$ cat config.mk
export PLATFORM = sky130hd
export DESIGN_NAME = lrusc_ram
export DESIGN_NICKNAME = d
export VERILOG_FILES = /design/src/lrusc_ram.sv
export SDC_FILE = /design/constraint.sdc
export NUM_CORES = 1
export LEC_CHECK = 0
export ABC_CLOCK_PERIOD_IN_PS = 2600
export BUFFER_PORTS_ARGS = -buffer_cell sky130_fd_sc_hd__buf_4
export CAP_MARGIN = 10
export CORE_MARGIN = 1
export CORE_UTILIZATION = 62
export CTS_CLUSTER_SIZE = 10
export DETAILED_ROUTE_END_ITERATION = 6
export PLACE_DENSITY = 0.79
export SLEW_MARGIN = 20
export SYNTH_ARGS = -nofsm -noshare
export SYNTH_HDL_FRONTEND = slang
export SYNTH_SLANG_ARGS = --single-unit
$ cat constraint.sdc
create_clock -name clk -period 2.6 [get_ports clk]
set_input_delay 0.26 -clock clk [delete_from_list [all_inputs] [get_ports clk]]
set_output_delay 0.26 -clock clk [all_outputs]
set_load 0.005 [all_outputs]
$ cat src/lrusc_ram.sv
`default_nettype none

module lrusc_ram #(
  parameter int WIDTH = 8,
  parameter int DEPTH = 64
) (
  input  logic                     clk,
  input  logic                     we,
  input  logic [$clog2(DEPTH)-1:0] waddr,
  input  logic [WIDTH-1:0]         wdata,
  input  logic                     re,
  input  logic [$clog2(DEPTH)-1:0] raddr,
  output logic [WIDTH-1:0]         rdata
);

  logic [WIDTH-1:0] mem [DEPTH];

  always_ff @(posedge clk) begin
    if (we) begin
      mem[waddr] <= wdata;
    end
    if (re) begin
      rdata <= mem[raddr];
    end
  end

endmodule

`default_nettype wire
Word level (Yosys, flattened, before mapping) --
Memories as Yosys holds them, arrays and structs flattened. A register that Yosys moved wholly into a read port is not among the register bits. Cells that the tools add are included.
Word-level totals: memories 1, logic and storage cells 3, bits in registers 0, input port bits 23, output and inout port bits 8, bits in writable memories 512
Memories:
- mem | depth 64, bits a word 8, rd ports 1, clocked after Yosys merged registers in 1, wr ports 1, line 16 | logic [WIDTH-1:0] mem [DEPTH];
Operators by class: muxes and demuxes 2
Operators by type and width (count):
- $mux 1 | 2

Longest topological paths before layout --
depth in word-level cells 2, gate-level depth with buffers 9, gate-level depth less buffers 5

Least setup slack after synthesis --
Ideal clock, no wire load.
path kind in2reg, from input port raddr[1], to register rdata[3] (read register of mem), data pin, buffers on the path 3, setup time 0.266 ns, required time 2.334 ns, path slack 0.534 ns, cell stages on the path 7, arrival 1.800 ns, cell sequence buf_4 -> buf_2 -> buf_2 -> mux4_2 -> mux4_2 -> o21ai_1 -> o41ai_1
RTL lines:
- from (decl) | line 12 | input logic [$clog2(DEPTH)-1:0] raddr,
- to (decl) | line 13 | output logic [WIDTH-1:0] rdata

==> metrics.log <==
INFO  metric max_h_tree_level = 2
INFO  metric dp_hpwl = 27400 um
INFO  metric die_w = 183 um
INFO  metric first_global_vias = 10500
INFO  metric ff2ff_path_depth = 5
INFO  metric critPathCaptureType = register
INFO  metric net_switching_fraction_of_the_power = 0.201
INFO  metric routabilityCongestion = 0.821
INFO  metric worstSetupEndpoint = rdata[4]$_DFFE_PP_
INFO  metric tightest_slew = 0.762 ns
INFO  metric p_seq_frac = 0.542
INFO  metric ir_worst_vdd = 0.000614 V
INFO  metric post_cts.resized_instances = 0
INFO  metric timing.max_cap.violations = 0
INFO  metric power_leakage = 7.49 nW
INFO  metric synthesis.nets = 963
INFO  metric run_status = completed
INFO  metric ff2ff_setup_slack = 0.26 ns
INFO  metric maximum_number_of_pins_on_one_net_before_global_route_repair = 65
INFO  metric synth.ff_latch_count = 520
INFO  metric totalPowerFinal = 17.2 mW
INFO  metric power_frac_comb = 0.053
INFO  metric period_share = 0.900
INFO  metric synthesis.yosys.warnings = 0
INFO  metric hold_viol_final = 0
INFO  metric total_switching_power = 3.47 mW
INFO  metric finalWorstPathRequiredPeriod = 2.34 ns
INFO  metric max_freq = 428 MHz
INFO  metric ys_seq_area_frac = 0.771
INFO  metric multiInputGateArea = 0.00432 mm2
INFO  metric grt_pass1_wl = 68100 um
INFO  metric setup-tns-final = 0 ns
INFO  metric timing.critical_path.from = mem[21][4]$_DFFE_PP_
INFO  metric clock_path_buffers = 3
INFO  metric crit_path_start_kind = register
INFO  metric ant_nets = 0
INFO  metric insertion_delay = 0.58 ns
INFO  metric hold_buffers = 0
INFO  metric r2r-start = mem[21][4]$_DFFE_PP_
INFO  metric boundaryPins = 31
INFO  metric drt_iter0_markers = 1437
INFO  metric timing.hold.worst.class = primary input to register
INFO  metric synth_edf_count = 520
INFO  metric worst-setup-path-type = register to register
INFO  metric portBuffers = 30
INFO  metric synth-main-ff-cell = sky130_fd_sc_hd__edfxtp_1
INFO  metric slew-limit-headroom = 0.490
INFO  metric worst_clock_skew = 0.0175 ns
INFO  metric synth_cell_type_count = 39
INFO  metric worstPathCellList = mux4_2 > mux2_2 > o221a_2 > nor3_1 > o32ai_1
INFO  metric initial_utilization = 0.635
INFO  metric worst_setup_hold_path_clk_slew = 0.06 ns
INFO  metric layout_overhead_on_the_synthesized_area = 14.6%
INFO  metric power_per_cell_area = 743 mW/mm2
INFO  metric cts_tree = yes
INFO  metric rsz_0062_raised_after_global_routing = false
INFO  metric synthesis.instances = 940
INFO  metric drive_gt1_frac = 0.314
INFO  metric postCtsSetupBuffers = 0
INFO  metric via_count = 10300
INFO  metric critical_path.n_buffers_inverters = 0
INFO  metric detail_route.vias_per_cell = 6.73
INFO  metric p_int = 13.8 mW
INFO  metric async_reset_ff_frac = 0
INFO  metric fin_nets = 1113
INFO  metric setup_violations = 0
INFO  metric synth_area = 0.0202 mm2
INFO  metric clockRootBuffer = sky130_fd_sc_hd__clkbuf_16
INFO  metric worst-path-stages = 5
INFO  metric floorplan.core_area = 0.0319 mm2
INFO  metric cp_slowest_cell = sky130_fd_sc_hd__mux4_2
INFO  metric crit_family = multiplexers
INFO  metric slowest_delay = 0.48 ns
INFO  metric die-area = 0.0334 mm2
INFO  metric critical_path_peak_fanout = 1
INFO  metric cts.sink_count = 520
INFO  metric arrival_time_at_the_worst_endpoint = 2.64 ns
INFO  metric cts_made_buffers = 58
INFO  metric placementRows = 65
INFO  metric drt_wl_total = 45700 um
INFO  metric worst-endpoint-required = 2.90 ns
INFO  metric report.final.slew_viol_count = 0
INFO  metric antenna_found_initial = 2
INFO  metric grt_overflow_total = 0
INFO  metric drc_errors = 0
INFO  metric detailedRoute.firstPassIterationCount = 6
INFO  metric share_clk_of_total_power = 0.406
INFO  metric routedWlPerCell = 29.8 um
INFO  metric track_usage = 0.287
INFO  metric fillerInstances = 1770
INFO  metric synth.avg_cell_area = 21.5 um2
INFO  metric timing.rr.end = rdata[4]$_DFFE_PP_
INFO  metric die_height = 183 um
INFO  metric ff_latch_area = 0.0156 mm2
-- registers in the layout, summed over array words and instances, names as in the netlist --
| signal | cells |
|---|---|
| rdata | 8 |
| mem | 512 |
-- layer usage --
| metal | track usage | vias to the layer above | wire length, um |
|---|---|---|---|
| met1 | 0.417 | 5334 | 17300 |
| met4 | 0.0824 | 2 | 1110 |
| li1 | - | 4201 | - |
| met2 | 0.456 | 686 | 22400 |
| met5 | 0 | - | 12 |
| met3 | 0.0519 | 91 | 4800 |
-- metrics by stage --
step           instances  utilization  hold WS (ns)  area, um2  setup WS (ns)
3_3_place_gp        1465        0.679         0.604      21700         0.0645
2_1_floorplan        940            -         0.359      20200          0.534
5_1_grt             1532        0.728        0.0182      23200          0.333
3_5_place_dp        1465        0.679         0.606      21700         0.0381
4_1_cts             1532        0.728        0.0112      23200          0.331
6_report            1533        0.728        0.0290      23200          0.261
-- kinds of logic after synthesis --
family / share of synthesized area
flip-flops: 0.771
AO/OA/AOI/OAI: 0.0206
buffers and inverters: 0.0156
multiplexers: 0.159
AND/OR/NAND/NOR: 0.0337
-- worst register-to-register path, stage by stage (launching register included) --
cell,delay (ns)
sky130_fd_sc_hd__edfxtp_1,0.36
sky130_fd_sc_hd__mux4_2,0.48
sky130_fd_sc_hd__mux2_2,0.31
sky130_fd_sc_hd__o221a_2,0.31
sky130_fd_sc_hd__nor3_1,0.43
sky130_fd_sc_hd__o32ai_1,0.18
-- layout by cell type, fill, tap and decap left out, drive strengths merged, types with 3 or more instances in the layout --
cell type	instances
a211oi	4
a21oi	3
a221oi	6
a22oi	3
buf	140
clkbuf	67
edfxtp	520
mux2	13
mux2i	23
mux4	126
nand2	19
nand2b	7
nand3	13
nand3b	3
nor2	83
nor2b	14
nor3	7
o2111ai	3
o21ai	4
o221ai	8
o22ai	8
o2bb2ai	3
-- final cells by class --
type | instances | area share
clock buffers | 66 | 0.0666
multi-input cells | 369 | 0.186
repair buffers | 141 | 0.0507
clock inverters | 1 | 0.000323
well taps | 435 | 0.0235
flip-flops and latches | 520 | 0.673
diodes | 1 | 0.000108
-- how the worst min path moves through the flow --
| stage | cells past startpoint | end | start | slack (ns) |
|---|---|---|---|---|
| floorplan | 0 | mem[0][0]$_DFFE_PP_ | wdata[0] | 0.36 |
| global placement | 1 | rdata[0]$_DFFE_PP_ | re | 0.60 |
| detailed placement | 1 | rdata[0]$_DFFE_PP_ | re | 0.61 |
| CTS | 1 | rdata[6]$_DFFE_PP_ | re | 0.01 |
| global route | 1 | rdata[4]$_DFFE_PP_ | re | 0.02 |
| finish | 1 | rdata[6]$_DFFE_PP_ | re | 0.03 |
-- cells in the mapped netlist, types with 2 or more instances --
cell type / number / area share
sky130_fd_sc_hd__a2111oi_0: 2 / 0.00087
sky130_fd_sc_hd__a211oi_1: 4 / 0.0015
sky130_fd_sc_hd__a21oi_1: 3 / 0.00074
sky130_fd_sc_hd__a221oi_1: 6 / 0.0026
sky130_fd_sc_hd__a22oi_1: 3 / 0.0011
sky130_fd_sc_hd__buf_1: 4 / 0.00074
sky130_fd_sc_hd__buf_12: 2 / 0.0020
sky130_fd_sc_hd__buf_2: 11 / 0.0027
sky130_fd_sc_hd__buf_4: 13 / 0.0048
sky130_fd_sc_hd__buf_6: 4 / 0.0022
sky130_fd_sc_hd__clkbuf_1: 17 / 0.0032
sky130_fd_sc_hd__edfxtp_1: 520 / 0.77
sky130_fd_sc_hd__mux2_2: 13 / 0.0072
sky130_fd_sc_hd__mux2i_1: 23 / 0.011
sky130_fd_sc_hd__mux4_2: 126 / 0.14
sky130_fd_sc_hd__nand2_1: 19 / 0.0035
sky130_fd_sc_hd__nand2b_1: 7 / 0.0022
sky130_fd_sc_hd__nand3_1: 13 / 0.0032
sky130_fd_sc_hd__nand3b_1: 3 / 0.0011
sky130_fd_sc_hd__nand4_1: 2 / 0.00062
sky130_fd_sc_hd__nor2_1: 83 / 0.015
sky130_fd_sc_hd__nor2b_1: 14 / 0.0043
sky130_fd_sc_hd__nor3_1: 7 / 0.0017
sky130_fd_sc_hd__nor4_1: 2 / 0.00062
sky130_fd_sc_hd__o2111ai_1: 3 / 0.0013
sky130_fd_sc_hd__o21a_1: 2 / 0.00074
sky130_fd_sc_hd__o21ai_0: 2 / 0.00049
sky130_fd_sc_hd__o21ai_1: 2 / 0.00049
sky130_fd_sc_hd__o221a_2: 2 / 0.0011
sky130_fd_sc_hd__o221ai_1: 8 / 0.0035
sky130_fd_sc_hd__o22ai_1: 8 / 0.0025
sky130_fd_sc_hd__o2bb2ai_1: 3 / 0.0013
sky130_fd_sc_hd__o32ai_1: 2 / 0.00087
sky130_fd_sc_hd__o41ai_1: 2 / 0.00087
-- power by group through the flow --
stage	sequential, mW	combinational, mW	clock, mW
CTS	9.33	0.903	7.07
finish	9.34	0.905	7.00
detailed placement	9.50	0.890	0
global placement	9.50	0.868	0
floorplan	9.49	0.495	0
global route	9.33	0.948	7.36
No activity file was read; power rests on OpenSTA's default activity.
